`config.mk`:
```
export PLATFORM = sky130hd
export DESIGN_NAME = gf256_proof_of_possession_verifier
export DESIGN_NICKNAME = d
export VERILOG_FILES = /design/src/gpv_pkg.sv /design/src/gpv_cfg_regs.sv /design/src/gpv_core.sv /design/src/gf256_proof_of_possession_verifier.sv
export SDC_FILE = /design/constraint.sdc
export NUM_CORES = 1
export LEC_CHECK = 0
export BUFFER_PORTS_ARGS = -buffer_cell sky130_fd_sc_hd__buf_2
export CAP_MARGIN = 0
export CORE_ASPECT_RATIO = 1.4
export CORE_UTILIZATION = 50
export CTS_BUF_LIST = sky130_fd_sc_hd__clkbuf_4 sky130_fd_sc_hd__clkbuf_8
export CTS_CLUSTER_DIAMETER = 150
export CTS_CLUSTER_SIZE = 30
export DETAILED_ROUTE_END_ITERATION = 16
export HOLD_SLACK_MARGIN = 0.1
export PLACE_DENSITY = 0.69
export SLEW_MARGIN = 20
export SYNTH_ARGS = -nofsm -noshare
export SYNTH_HDL_FRONTEND = slang
export SYNTH_HIERARCHICAL = 1
export SYNTH_SLANG_ARGS = --single-unit
```
`constraint.sdc`:
```
create_clock -name clk_i -period 5.1 [get_ports clk_i]
set_clock_uncertainty 0.1 [all_clocks]
set_input_delay 1.02 -clock clk_i [delete_from_list [all_inputs] [get_ports clk_i]]
set_output_delay 1.02 -clock clk_i [all_outputs]
set_load 0.01 [all_outputs]
```
`src/gpv_pkg.sv`:
```
`timescale 1ns / 1ps
// ----------------------------------------------------------------------------
// gpv_pkg
// Shared types, constants and the GF(2^8) multiply for the possession-proof
// verifier.
// ----------------------------------------------------------------------------
package gpv_pkg;

  // Number of key slots on the ports and in the register file.
  localparam int unsigned Slots = 3;

  // Low byte of the AES reduction polynomial 0x11B.
  localparam logic [7:0] GfPolyLow = 8'h1B;

  // Reset values of the key registers.
  localparam logic [Slots-1:0][7:0] KeyReset = {8'd15, 8'd200, 8'd123};

  // Register indexes on the configuration port.
  localparam logic [1:0] RegKey0 = 2'd0;
  localparam logic [1:0] RegKey1 = 2'd1;
  localparam logic [1:0] RegKey2 = 2'd2;

  typedef enum logic [1:0] {
    CmdClear = 2'd0,
    CmdTag   = 2'd1,
    CmdData  = 2'd2
  } cmd_e;

  typedef logic [Slots-1:0][7:0] byte_vec_t;

  // One input word.
  typedef struct packed {
    logic [1:0] cmd;
    logic [7:0] data_byte;
    logic       last_byte;
    byte_vec_t  tag_byte;
    logic [7:0] coefficient;
  } item_t;

  // One result word.
  typedef struct packed {
    byte_vec_t mac;
    logic      chunk_match;
    logic      all_match;
  } res_t;

  // Carry-less multiply with reduction, one shift-and-add step per bit.
  function automatic logic [7:0] gf_mul(input logic [7:0] a, input logic [7:0] b);
    logic [7:0] x;
    logic [7:0] r;
    x = a;
    r = '0;
    for (int i = 0; i < 8; i++) begin
      if (b[i]) begin
        r = r ^ x;
      end
      x = {x[6:0], 1'b0} ^ (x[7] ? GfPolyLow : 8'h00);
    end
    return r;
  endfunction

endpackage

```
`src/gpv_cfg_regs.sv`:
```
`timescale 1ns / 1ps
// ----------------------------------------------------------------------------
// gpv_cfg_regs
// APB-style register file holding the three secret evaluation keys.
// ----------------------------------------------------------------------------
module gpv_cfg_regs
  import gpv_pkg::*;
(
  input  logic        clk_i,
  input  logic        rst_ni,
  input  logic        psel,
  input  logic        penable,
  input  logic        pwrite,
  input  logic [3:0]  paddr,
  input  logic [31:0] pwdata,
  output logic [31:0] prdata,
  output logic        pready,
  output byte_vec_t   keys_o
);

  byte_vec_t  key_q;
  byte_vec_t  key_d;
  logic [1:0] reg_idx;

  assign reg_idx = paddr[3:2];
  assign pready  = 1'b1;
  assign keys_o  = key_q;

  always_comb begin
    key_d = key_q;
    if (psel && penable && pwrite) begin
      case (reg_idx)
        RegKey0: key_d[0] = pwdata[7:0];
        RegKey1: key_d[1] = pwdata[7:0];
        RegKey2: key_d[2] = pwdata[7:0];
        default: key_d = key_q;
      endcase
    end
  end

  always_comb begin
    case (reg_idx)
      RegKey0: prdata = {24'h000000, key_q[0]};
      RegKey1: prdata = {24'h000000, key_q[1]};
      RegKey2: prdata = {24'h000000, key_q[2]};
      default: prdata = 32'h00000000;
    endcase
  end

  always_ff @(posedge clk_i or negedge rst_ni) begin
    if (!rst_ni) begin
      key_q <= KeyReset;
    end else begin
      key_q <= key_d;
    end
  end

endmodule

```
`src/gpv_core.sv`:
```
`timescale 1ns / 1ps
// ----------------------------------------------------------------------------
// gpv_core
// Challenge state (tag sums, MAC sums, key powers, sticky flag) and the
// combinational update and result logic for one word.
// ----------------------------------------------------------------------------
module gpv_core
  import gpv_pkg::*;
#(
  parameter int unsigned NumKeys = 3
) (
  input  logic      clk_i,
  input  logic      rst_ni,
  input  logic      step_i,
  input  item_t     item_i,
  input  byte_vec_t keys_i,
  output logic      res_valid_o,
  output res_t      res_o
);

  logic [NumKeys-1:0][7:0] tag_q, tag_d;
  logic [NumKeys-1:0][7:0] mac_q, mac_d;
  logic [NumKeys-1:0][7:0] pow_q, pow_d;
  logic [NumKeys-1:0][7:0] mac_new;
  logic                    sticky_q, sticky_d;
  logic                    match;
  byte_vec_t               mac_ext;

  // Running MAC including the current byte, and the chunk comparison.
  always_comb begin
    match = 1'b1;
    for (int k = 0; k < NumKeys; k++) begin
      mac_new[k] = mac_q[k] ^ gf_mul(item_i.data_byte, pow_q[k]);
      if (mac_new[k] != tag_q[k]) begin
        match = 1'b0;
      end
    end
  end

  always_comb begin
    tag_d    = tag_q;
    mac_d    = mac_q;
    pow_d    = pow_q;
    sticky_d = sticky_q;
    case (item_i.cmd)
      CmdClear: begin
        for (int k = 0; k < NumKeys; k++) begin
          tag_d[k] = '0;
          mac_d[k] = '0;
          pow_d[k] = keys_i[k];
        end
        sticky_d = 1'b1;
      end
      CmdTag: begin
        for (int k = 0; k < NumKeys; k++) begin
          tag_d[k] = tag_q[k] ^ gf_mul(item_i.tag_byte[k], item_i.coefficient);
        end
      end
      CmdData: begin
        for (int k = 0; k < NumKeys; k++) begin
          if (item_i.last_byte) begin
            mac_d[k] = '0;
            pow_d[k] = keys_i[k];
          end else begin
            mac_d[k] = mac_new[k];
            pow_d[k] = gf_mul(pow_q[k], keys_i[k]);
          end
        end
        if (item_i.last_byte) begin
          sticky_d = sticky_q & match;
        end
      end
      default: begin
        sticky_d = sticky_q;
      end
    endcase
  end

  for (genvar k = 0; k < Slots; k++) begin : g_mac
    if (k < NumKeys) begin : g_on
      assign mac_ext[k] = mac_new[k];
    end else begin : g_off
      assign mac_ext[k] = 8'h00;
    end
  end

  assign res_valid_o       = (item_i.cmd == CmdData) && item_i.last_byte;
  assign res_o.mac         = mac_ext;
  assign res_o.chunk_match = match;
  assign res_o.all_match   = sticky_q & match;

  always_ff @(posedge clk_i or negedge rst_ni) begin
    if (!rst_ni) begin
      for (int k = 0; k < NumKeys; k++) begin
        tag_q[k] <= '0;
        mac_q[k] <= '0;
        pow_q[k] <= KeyReset[k];
      end
      sticky_q <= 1'b1;
    end else if (step_i) begin
      tag_q    <= tag_d;
      mac_q    <= mac_d;
      pow_q    <= pow_d;
      sticky_q <= sticky_d;
    end
  end

endmodule

```
`src/gf256_proof_of_possession_verifier.sv`:
```
`timescale 1ns / 1ps
// ----------------------------------------------------------------------------
// gf256_proof_of_possession_verifier
// Possession-proof checker: GF(2^8) tag sums against keyed polynomial MACs.
// ----------------------------------------------------------------------------
// Usage:
//   Input words arrive on the in_valid_i / in_ready_o channel. A clear word
//   starts a new challenge, tag words fold coefficient-weighted tag bytes into
//   the tag sums, and data words stream the proof bytes of one chunk. The
//   data word marked last_byte_i produces one result word on the
//   out_valid_o / out_ready_i channel: the three MACs, chunk_match_o and the
//   sticky all_match_o. All other words produce no result.
//   Throughput is one word per cycle while the receiver does not stall. A
//   word is captured into the input register when it is accepted, and its
//   result is then written from there into the output register, where the
//   receiver takes it. Each data step is one pair of GF(2^8) multiplies per
//   key, done combinationally between the two registers.
//   If the receiver stalls, the output register holds its word; the input
//   register still takes one more word and then in_ready_o drops until the
//   result is taken. Words that produce no result also wait behind a stalled
//   result, so ordering of state updates is preserved.
//   Reset empties both registers, restores the keys to 123, 200 and 15,
//   clears tag and MAC sums, loads the key powers and sets the sticky flag.
//   The user writes the keys over the APB port only while the block is idle;
//   the block does not enforce it. Register i sits at byte address 4*i.
// ----------------------------------------------------------------------------
module gf256_proof_of_possession_verifier
  import gpv_pkg::*;
#(
  parameter int unsigned NumKeys = 3
) (
  input  logic        clk_i,
  input  logic        rst_ni,
  // Configuration port.
  input  logic        psel,
  input  logic        penable,
  input  logic        pwrite,
  input  logic [3:0]  paddr,
  input  logic [31:0] pwdata,
  output logic [31:0] prdata,
  output logic        pready,
  // Input channel.
  input  logic        in_valid_i,
  output logic        in_ready_o,
  input  logic [1:0]  cmd_i,
  input  logic [7:0]  data_byte_i,
  input  logic        last_byte_i,
  input  logic [7:0]  tag_byte_0_i,
  input  logic [7:0]  tag_byte_1_i,
  input  logic [7:0]  tag_byte_2_i,
  input  logic [7:0]  coefficient_i,
  // Output channel.
  output logic        out_valid_o,
  input  logic        out_ready_i,
  output logic [7:0]  mac_0_o,
  output logic [7:0]  mac_1_o,
  output logic [7:0]  mac_2_o,
  output logic        chunk_match_o,
  output logic        all_match_o
);

  byte_vec_t keys;
  item_t     in_item;
  item_t     in_q;
  logic      in_valid_q;
  logic      advance;
  logic      step;
  logic      res_valid;
  res_t      res;
  res_t      out_q;
  logic      out_valid_q, out_valid_d;

  gpv_cfg_regs u_cfg (
    .clk_i   (clk_i),
    .rst_ni  (rst_ni),
    .psel    (psel),
    .penable (penable),
    .pwrite  (pwrite),
    .paddr   (paddr),
    .pwdata  (pwdata),
    .prdata  (prdata),
    .pready  (pready),
    .keys_o  (keys)
  );

  assign in_item.cmd         = cmd_i;
  assign in_item.data_byte   = data_byte_i;
  assign in_item.last_byte   = last_byte_i;
  assign in_item.tag_byte    = {tag_byte_2_i, tag_byte_1_i, tag_byte_0_i};
  assign in_item.coefficient = coefficient_i;

  // The held word moves on whenever the output register is free or drains.
  assign advance    = !out_valid_q || out_ready_i;
  assign step       = in_valid_q && advance;
  assign in_ready_o = !in_valid_q || advance;

  always_ff @(posedge clk_i or negedge rst_ni) begin
    if (!rst_ni) begin
      in_valid_q <= 1'b0;
    end else if (in_ready_o) begin
      in_valid_q <= in_valid_i;
    end
  end

  always_ff @(posedge clk_i) begin
    if (in_ready_o && in_valid_i) begin
      in_q <= in_item;
    end
  end

  gpv_core #(
    .NumKeys (NumKeys)
  ) u_core (
    .clk_i       (clk_i),
    .rst_ni      (rst_ni),
    .step_i      (step),
    .item_i      (in_q),
    .keys_i      (keys),
    .res_valid_o (res_valid),
    .res_o       (res)
  );

  // Result register.
  always_comb begin
    out_valid_d = out_valid_q;
    if (advance) begin
      out_valid_d = step && res_valid;
    end
  end

  always_ff @(posedge clk_i or negedge rst_ni) begin
    if (!rst_ni) begin
      out_valid_q <= 1'b0;
    end else begin
      out_valid_q <= out_valid_d;
    end
  end

  always_ff @(posedge clk_i) begin
    if (step && res_valid) begin
      out_q <= res;
    end
  end

  assign out_valid_o   = out_valid_q;
  assign mac_0_o       = out_q.mac[0];
  assign mac_1_o       = out_q.mac[1];
  assign mac_2_o       = out_q.mac[2];
  assign chunk_match_o = out_q.chunk_match;
  assign all_match_o   = out_q.all_match;

  // An empty result register never blocks the input side.
  a_ready_when_empty : assert property (
    @(posedge clk_i) disable iff (!rst_ni) !out_valid_q |-> in_ready_o
  ) else $error("input stalled while the result register is empty");

  // A fresh result only follows a last data word in the input register.
  a_result_source : assert property (
    @(posedge clk_i) disable iff (!rst_ni)
    (out_valid_o && !$past(out_valid_o)) |->
      $past(in_valid_q && (in_q.cmd == CmdData) && in_q.last_byte)
  ) else $error("result appeared without a last data word");

  // The sticky flag includes the current chunk.
  a_all_implies_chunk : assert property (
    @(posedge clk_i) disable iff (!rst_ni)
    (out_valid_o && all_match_o) |-> chunk_match_o
  ) else $error("all_match set on a mismatching chunk");

endmodule

```
* Word level (Yosys, flattened, before mapping)
Cells that the tools add are included. W data, S select, Z words.
Cells by class: bitwise operators 119, equality and inequality tests 8, reductions and logical operators 20, mux-type cells 202
Operators by type and width (count):
- $mux W8 | 144
- $xor A8 B8 Y8 | 118
- $mux W5 | 49
- $pmux W24 S2 | 3
- $ne A8 B8 Y1 | 3
- $pmux W8 S3 | 1
- $reduce_and A2 Y1 | 5
- $logic_and A1 B1 Y1 | 6
- $eq A2 B1 Y1 const B | 2
- $eq A2 B2 Y1 const B | 2
- $logic_not A2 Y1 | 2
- $mux W1 | 4
- $reduce_bool A2 Y1 | 2
- $reduce_and A3 Y1 | 1
- $logic_not A1 Y1 | 2
- $logic_or A1 B1 Y1 | 2
- $ne A2 B2 Y1 const B | 1
- $pmux W1 S2 | 1
- $and A1 B1 Y1 | 1
Word-level totals: register bits after elaboration 168, word-level logic and storage cells 376

* Depth between registers and ports, before layout
Gate-level depths: netlist of the first run.
depth after elaboration 31, gate-level depth with buffers 14, depth with buffers taken out 10

* Modules after synthesis
The synthesis of the first run kept the hierarchy.
By module, submodules not included:
- gpv_core | instances 1, area each 14163.6 um^2, cells an instance 1932, seq. area each 1844.3 um^2
- gf256_proof_of_possession_verifier | instances 1, area each 2183.3 um^2, cells an instance 79, seq. area each 2122.0 um^2
- gpv_cfg_regs | instances 1, area each 1350.0 um^2, cells an instance 108, seq. area each 616.8 um^2

* Worst setup path before layout of the first run
Ideal clock, no wire load.
kind reg-to-reg, start register u_core/pow_q[17] (netlist bit), end register out_q (netlist bit all_match_o) (data pin), buffers on the path 0, stages on the path, launching flop included 11, library setup time 132 ps, path slack 1781 ps, data arrival time 3088 ps, cells stage by stage dfstp_2 -> nand2_1 -> xnor3_1 -> xnor3_1 -> xnor3_1 -> xnor2_1 -> a211oi_2 -> nand4_1 -> or4_1 -> nor4_2 -> and2_1
RTL lines:
- from (decl) | line gpv_core.sv:23 | logic [NumKeys-1:0][7:0] pow_q, pow_d;
- from (signal, indexed assignment) | line gpv_core.sv:97 | pow_q[k] <= KeyReset[k];
- from (signal assigned) | line gpv_core.sv:103 | pow_q <= pow_d;
- to (signal assigned) | line gf256_proof_of_possession_verifier.sv:141 | out_q <= res;
- to (decl) | line gf256_proof_of_possession_verifier.sv:70 | res_t out_q;

==> flow_summary.ini, run 1 <==
[placement]
dpl_worst_slack_ps = 824.7
place.gp.congestion = 0.9331
place.detailed.hpwl_microns = 34380
port_buffers = 95
place_area_sq_um = 18250

[yosys]
yosysTopAreaCell = xnor2_1
synth_edf_count = 69
netlist.area_leader.share = 0.2079
ys_async_sr_fraction = 0.5893
synth_compound_area_frac = 0.1241
netlist_area_sq_um = 17700
yosys_warnings = 6
synth_area_leaders = xnor2_1 21%, edfxtp_1 12%, dfrtp_1 10%
synth-main-ff-cell = dfrtp_1
synth_area_per_cell_sq_um = 8.352
synth_mux_area_frac = 0.04369
syn-instance-count = 2119
ys_types = 82
synth_top_family_by_area = XOR/XNOR gates
synthXorXnorAreaFrac = 0.3476
synth_seq_area_share = 0.2590
ys_seq_elements = 168
synth_fa_ha_area_frac = 0
synth-simple-area-share = 0.1644

[sta]
max_slew.worst_pin.slew_ps = 1112
hold_viol = 0
rsz0062_at_grt = no
holdWs_ps = 417.8
setup_tns_ps = 0
fin_crit_ps = 4323
fmax_mhz = 231.3
worst_slack_ps = 776.8
timing.slew.headroom = 0.2589
period_share = 0.8477
maxSlewViolCount = 0
setup_viol = 0

[cells_and_area]
num-nets-final = 2193
diodes = 0
syn_to_final_growth_pct = 5.529
final_area_sq_um = 18680
drive_gt1_frac = 0.1307
utilization = 0.5357

[outcome]
outcome = finished, final reports clean

[setup_path]
end_kind = flip-flop
cp_slowest_cell = edfxtp_1
critPathKind = flip-flop to flip-flop
cpPeakStageDelay_ps = 880
cp.arrival_ps = 4630
cp.buffers_inverters = 0
cp_common_cell = xnor3_1
worstPathRequired_ps = 5400
path_max_fanout = 15
start_kind = flip-flop
crit_chain = xor3_1 -> nand2_1 -> xnor3_1 -> xnor3_1 -> xor2_1 -> a221oi_1 -> nand4_1 -> or4_1 -> nor4_2 -> and2_1
crit_family = XOR/XNOR gates

[drt]
totalWireLength_microns = 47750
route.detailed.drc = 0
ant_nets = 0
vias_per_cell = 5.665
vias = 14590
drt-pass1-iter-count = 5
wl_per_cell_microns = 18.54
drt-initial-drc-count = 858

[clock_network]
clk_pin_slew_worst_paths_ps = 100
cts_hold_buf = 0
clock-sinks = 168
cts_tree = done
cts_post_setup_buffers_inserted = 0
cts_htree_levels = 4
clockRootBuffer = clkbuf_8
clk_latency_ps = 530
cts_resized = 0
clockBufferDepth = 2
cts_made_buffers = 17

[power_and_ir_drop]
peakVddDrop_mv = 0.2394
p_leak_nw = 7.402
powerDensity_nw_per_um2 = 642.5

[global_route]
first_global_vias = 14170
grt_max_degree = 66
grt_pass1_wl_microns = 75730
antenna_found_initial = 0
grt.overflow.total = 0
grt_usage = 0.2688

[floorplanning]
coreArea_sq_um = 34860
rows = 81
initial_core_util = 0.5076
die_w_microns = 161
die_area_sq_um = 36160
die_height_microns = 224.6
io_pins = 147

[min_path]
min_path_type = flip-flop to flip-flop

[job]
drv_cap = 0
==> where the power goes <==
| part | switching, mW | internal [mW] | leakage [nW] |
|---|---|---|---|
| combinational | 4.34 | 3.87 | 5.31 |
| clock | 0.580 | 0.511 | 0.219 |
| sequential | 0.778 | 1.93 | 1.87 |
==> layout make-up <==
class                   instances  area [sq um]
fillers                      3257         16190
multi-input cells            1745         12130
flip-flops and latches        168          4583
repair buffers                142         838.3
well taps                     456         570.5
clock buffers                  19         249.0
clock inverters                13         181.4
inverters                      33         123.9
==> worst register-to-register path, stage by stage, from the launching register on <==
cell      delay, ps
edfxtp_1        880
xor3_1          470
nand2_1         100
xnor3_1         320
xnor3_1         470
xor2_1          190
a221oi_1        370
nand4_1         130
or4_1           480
nor4_2          490
and2_1          190
==> cells in the mapped netlist (all sizes together), types with 6 or more instances <==
cell / instances
mux2i: 36
xnor2: 426
a22o: 19
nand4: 6
a211oi: 12
nor3b: 6
xor3: 9
inv: 31
o221ai: 20
xnor3: 25
nand2b: 15
mux2: 34
xor2: 172
nand3: 27
clkbuf: 106
dfrtp: 72
dfstp: 27
o211ai: 7
a21oi: 96
or3: 27
buf: 90
a22oi: 26
nand2: 472
nor2: 59
a21o: 7
o21ai: 105
nor2b: 22
nor3: 10
o22ai: 31
edfxtp: 69
==> per-layer routing <==
metal  vias to the layer above  track usage  wire length, microns
met5                         -            0                     0
li1                       6943            -                     -
met1                      7031       0.2985                 18220
met4                         0       0.1601                  2570
met3                       149      0.03706                  2182
met2                       471       0.4851                 24780
==> logic make-up after synthesis <==
group | after synthesis
buffers and inverters | 229
and+or+nand+nor | 668
DFF | 168
other | 2
xor gates and xnor gates | 632
AOI/OAI and AO/OA | 350
muxes | 70
==> sequential cells by signal (all words and copies together) (netlist names) <==
register	count
u_core/mac_q	24
u_cfg/keys_o	24
u_core/tag_q	24
in_valid_q	1
u_core/sticky_q	1
chunk_match_o	1
mac_1_o	8
mac_2_o	8
all_match_o	1
mac_0_o	8
in_q	43
u_core/pow_q	24
out_valid_o	1
==> path summary, 6_finish.rpt <==
path	depth (start not counted)	startpoint	to	slack, ps
min	2	u_core/mac_q[1]	u_core/mac_q[1]	420
max	10	in_q[39]	all_match_o	780
min reg2reg	2	u_core/mac_q[1]	u_core/mac_q[1]	420
max in group asynchronous	2	rst_ni	u_core/sticky_q	3360
max reg2reg	10	in_q[39]	all_match_o	780
min in group asynchronous	1	rst_ni	u_core/pow_q[7]	490
==> through the flow <==
stage                     total power [mW]  cells
after CTS                            11.98   2576
after floorplan                      9.021   2142
after global placement               10.64   2543
after global routing                 12.82   2576
after detailed placement             10.83   2544
final                                12.00   2576
==> cell usage in the layout, fill, tap and decap left out, types with 8 or more instances in the layout <==
| cell type | Yosys | layout |
|---|---|---|
| nand2_1 | 470 | 470 |
| xnor2_1 | 420 | 420 |
| xor2_1 | 165 | 165 |
| o21ai_0 | 104 | 104 |
| a21oi_1 | 96 | 96 |
| buf_2 | 19 | 94 |
| dfrtp_1 | 72 | 72 |
| edfxtp_1 | 69 | 69 |
| nor2_1 | 59 | 59 |
| buf_4 | 31 | 47 |
| mux2i_1 | 36 | 36 |
| o22ai_1 | 31 | 31 |
| inv_1 | 30 | 30 |
| dfstp_2 | 27 | 27 |
| or3_1 | 27 | 27 |
| mux2_2 | 26 | 26 |
| nand3_1 | 26 | 26 |
| a22oi_1 | 26 | 26 |
| conb_1 | 2 | 25 |
| xnor3_1 | 22 | 22 |
| nor2b_1 | 22 | 21 |
| o221ai_1 | 20 | 20 |
| a22o_1 | 19 | 19 |
| clkbuf_8 | 0 | 17 |
| nand2b_1 | 15 | 14 |
| a211oi_1 | 9 | 9 |
| mux2_4 | 8 | 8 |
| nor3_1 | 8 | 8 |
No activity file was read; power rests on OpenSTA's default activity.
==> run 2, diff against run 1 <==
--- a/config.mk
+++ b/config.mk
@@ -5,6 +5,7 @@
 export SDC_FILE = /design/constraint.sdc
 export NUM_CORES = 1
 export LEC_CHECK = 0
+export ABC_AREA = 1
 export BUFFER_PORTS_ARGS = -buffer_cell sky130_fd_sc_hd__buf_2
 export CAP_MARGIN = 0
 export CORE_ASPECT_RATIO = 1.4
==> constraint.sdc (replaced) <==
create_clock -name clk_i -period 4.07 [get_ports clk_i]
set_clock_uncertainty 0.1 [all_clocks]
set_input_delay 0.814 -clock clk_i [delete_from_list [all_inputs] [get_ports clk_i]]
set_output_delay 0.814 -clock clk_i [all_outputs]
set_load 0.01 [all_outputs]
==> run 2 against run 1 <==
Against the previous run:
- flip-flop and latch count did not move
- total power fell by 10%
- wire length rose by 10%
- sequential power rose by 3%
- cell area rose by 1.9%
- fmax rose by 19%
- core utilization rose by 0.72 points
- critical endpoint unchanged
- critical path type unchanged
- non-clock buffer count fell by 13
==> flow_summary.ini, run 2 <==
[cells_and_area]
nFillCells = 3585
num-nets-final = 2975
layout_common_cells = 1083 x nand2_1, 272 x inv_1, 238 x nor2_1, 223 x nand3_1, 214 x xor2_1
diodes = 0
utilization = 0.5429
layout_commonest_cell = nand2_1
largest_reg_flops = 43
syn_to_final_growth_pct = 6.258
drive_gt1_frac = 0.08787
largest_register = in_q

[power_and_ir_drop]
combPwrFrac = 0.624
seqPwrFrac = 0.259
p_sw_mw = 5.539
clockPowerShare = 0.118
p_int_mw = 5.249
peakVddDrop_mv = 0.2265
switching_share = 0.5134
p_leak_nw = 9.330
power_mw = 10.79
powerDensity_nw_per_um2 = 566.7

[yosys]
synth_area_leaders = nand2_1 23%, edfxtp_1 12%, xor2_1 10%
yosysTopAreaCell = nand2_1
syn-instance-count = 2845
ys_types = 43
ys_seq_elements = 168
synth_area_per_cell_sq_um = 6.297
ys_async_sr_fraction = 0.5893
yosys_warnings = 6
synth-main-ff-cell = dfrtp_1
netlist.area_leader.share = 0.2269
synthTopCellsByCount = 1083 x nand2_1, 273 x inv_1, 240 x nor2_1, 223 x nand3_1, 214 x xor2_1
synth_edf_count = 69
synth_seq_area_share = 0.2558
netlist_area_sq_um = 17910
synth.most_common_cell = nand2_1

[global_route]
first_global_vias = 16990
grt_pass1_wl_microns = 84150
antenna_found_initial = 0
grt_usage = 0.2933
grt_max_degree = 60
grt.overflow.total = 0

[drt]
drt-pass1-iter-count = 5
vias = 17600
vias_per_cell = 5.242
route.detailed.drc = 0
wl_per_cell_microns = 15.64
ant_nets = 0
totalWireLength_microns = 52520
drt-initial-drc-count = 1207

[setup_path]
end_kind = flip-flop
start_kind = flip-flop
timing.rr.end = all_match_o
critPathKind = flip-flop to flip-flop
cp_common_cell = nand2_1
crit_chain = nand2_1 -> nand2_2 -> buf_4 -> nand2_4 -> nand2_4 -> inv_2 -> nand2_1 -> nand2_1 -> nand2_1 -> xor2_1 -> nand3b_1 -> nand2_1 -> nand2_1 -> nand2_1 -> nor2_1 -> nand2_1 -> nor2_2 -> nand4_1 -> inv_1
cpPeakStageDelay_ps = 740
reg2reg_depth = 19
path_max_fanout = 19
r2r-start = in_q[40]
reg2reg_setup_slack_ps = 430
worstPathRequired_ps = 4360
cp_slowest_cell = edfxtp_1
cp.arrival_ps = 3930
startpoint = in_q[40]

[clock_network]
clockBufferDepth = 2
cts_post_setup_buffers_inserted = 0
clk_pin_slew_worst_paths_ps = 110
cts_htree_levels = 4
cts_made_buffers = 17
clk_latency_ps = 530
clockRootBuffer = clkbuf_8
clock-sinks = 168
cts_tree = done
cts_hold_buf = 0
cts_resized = 0

[min_path]
min_path_type = input pin to async pin

[job]
drv_cap = 0

[sta]
max_slew.worst_pin.slew_ps = 972.3
period_share = 0.8939
timing.slew.headroom = 0.3518
fmax_mhz = 274.9
setup_viol = 0
setup_tns_ps = 0
hold_viol = 0
maxSlewViolCount = 0
holdWs_ps = 216.4
rsz0062_at_grt = no
fin_crit_ps = 3638

[placement]
place.gp.congestion = 0.9718
port_buffers = 95
place.detailed.hpwl_microns = 40320

[floorplanning]
die_w_microns = 162.0
rows = 81
die_height_microns = 226.0
initial_core_util = 0.5109
io_pins = 147
coreArea_sq_um = 35070
die_area_sq_um = 36600

[outcome]
outcome = finished, final reports clean
[run 2: logic make-up after synthesis]
kind of cell    count (synthesis)  synth area share
flops                         168            0.2558
xor+xnor                      423            0.2099
buf+inv                       417           0.09862
compound gates                206           0.06244
simple gates                 1629            0.3727
other cells                     2         0.0004192
[run 2: area by class of cell]
type	count	area [sq um]	share of cell area
clock buffer	17	234.0	0.01229
clock inverter	15	165.2	0.008676
inverter	290	1089	0.05718
multi-input combinational	2283	11660	0.6126
sequential	168	4583	0.2408
tap	456	570.5	0.02997
timing repair buffer	129	733.2	0.03852
[run 2: how the worst max path moves through the flow]
stage	to	slack [ps]	cells after the start
6_report	all_match_o	430	19
3_3_place_gp	all_match_o	570	20
3_5_place_dp	all_match_o	580	20
5_1_grt	all_match_o	280	20
4_1_cts	all_match_o	530	20
2_1_floorplan	all_match_o	1470	4
[run 2: per-layer routing]
layer / vias up / track usage / part of all wire
met4: 0 / 0.1935 / 0.063
met3: 188 / 0.03691 / 0.046
met5: - / 0 / 0
li1: 8831 / - / -
met1: 7996 / 0.3049 / 0.38
met2: 589 / 0.5476 / 0.51
[run 2: critical path: cells and delay by family, from the launching register on]
| family | cells | cell delay, ps |
|---|---|---|
| xor+xnor | 1 | 180 |
| buf+inv | 3 | 520 |
| flops | 1 | 740 |
| simple gates | 15 | 1970 |
[run 2: through the flow]
step / setup WS, ps / cell area [sq um] / instances
after floorplan: 1473 / 18000 / 2868
after global placement: 571.5 / 18640 / 3326
after detailed placement: 576.4 / 18640 / 3326
after CTS: 527.3 / 19040 / 3358
after global routing: 277.6 / 19040 / 3358
final: 431.7 / 19040 / 3358
[run 2: power groups by stage]
stage | clock network, mW | logic (mW) | registers, mW
finish | 1.27 | 6.73 | 2.79
global route | 1.36 | 7.55 | 2.84
CTS | 1.31 | 6.68 | 2.78
detailed placement | 0 | 6.64 | 2.81
global placement | 0 | 6.48 | 2.80
floorplan | 0 | 5.49 | 2.44
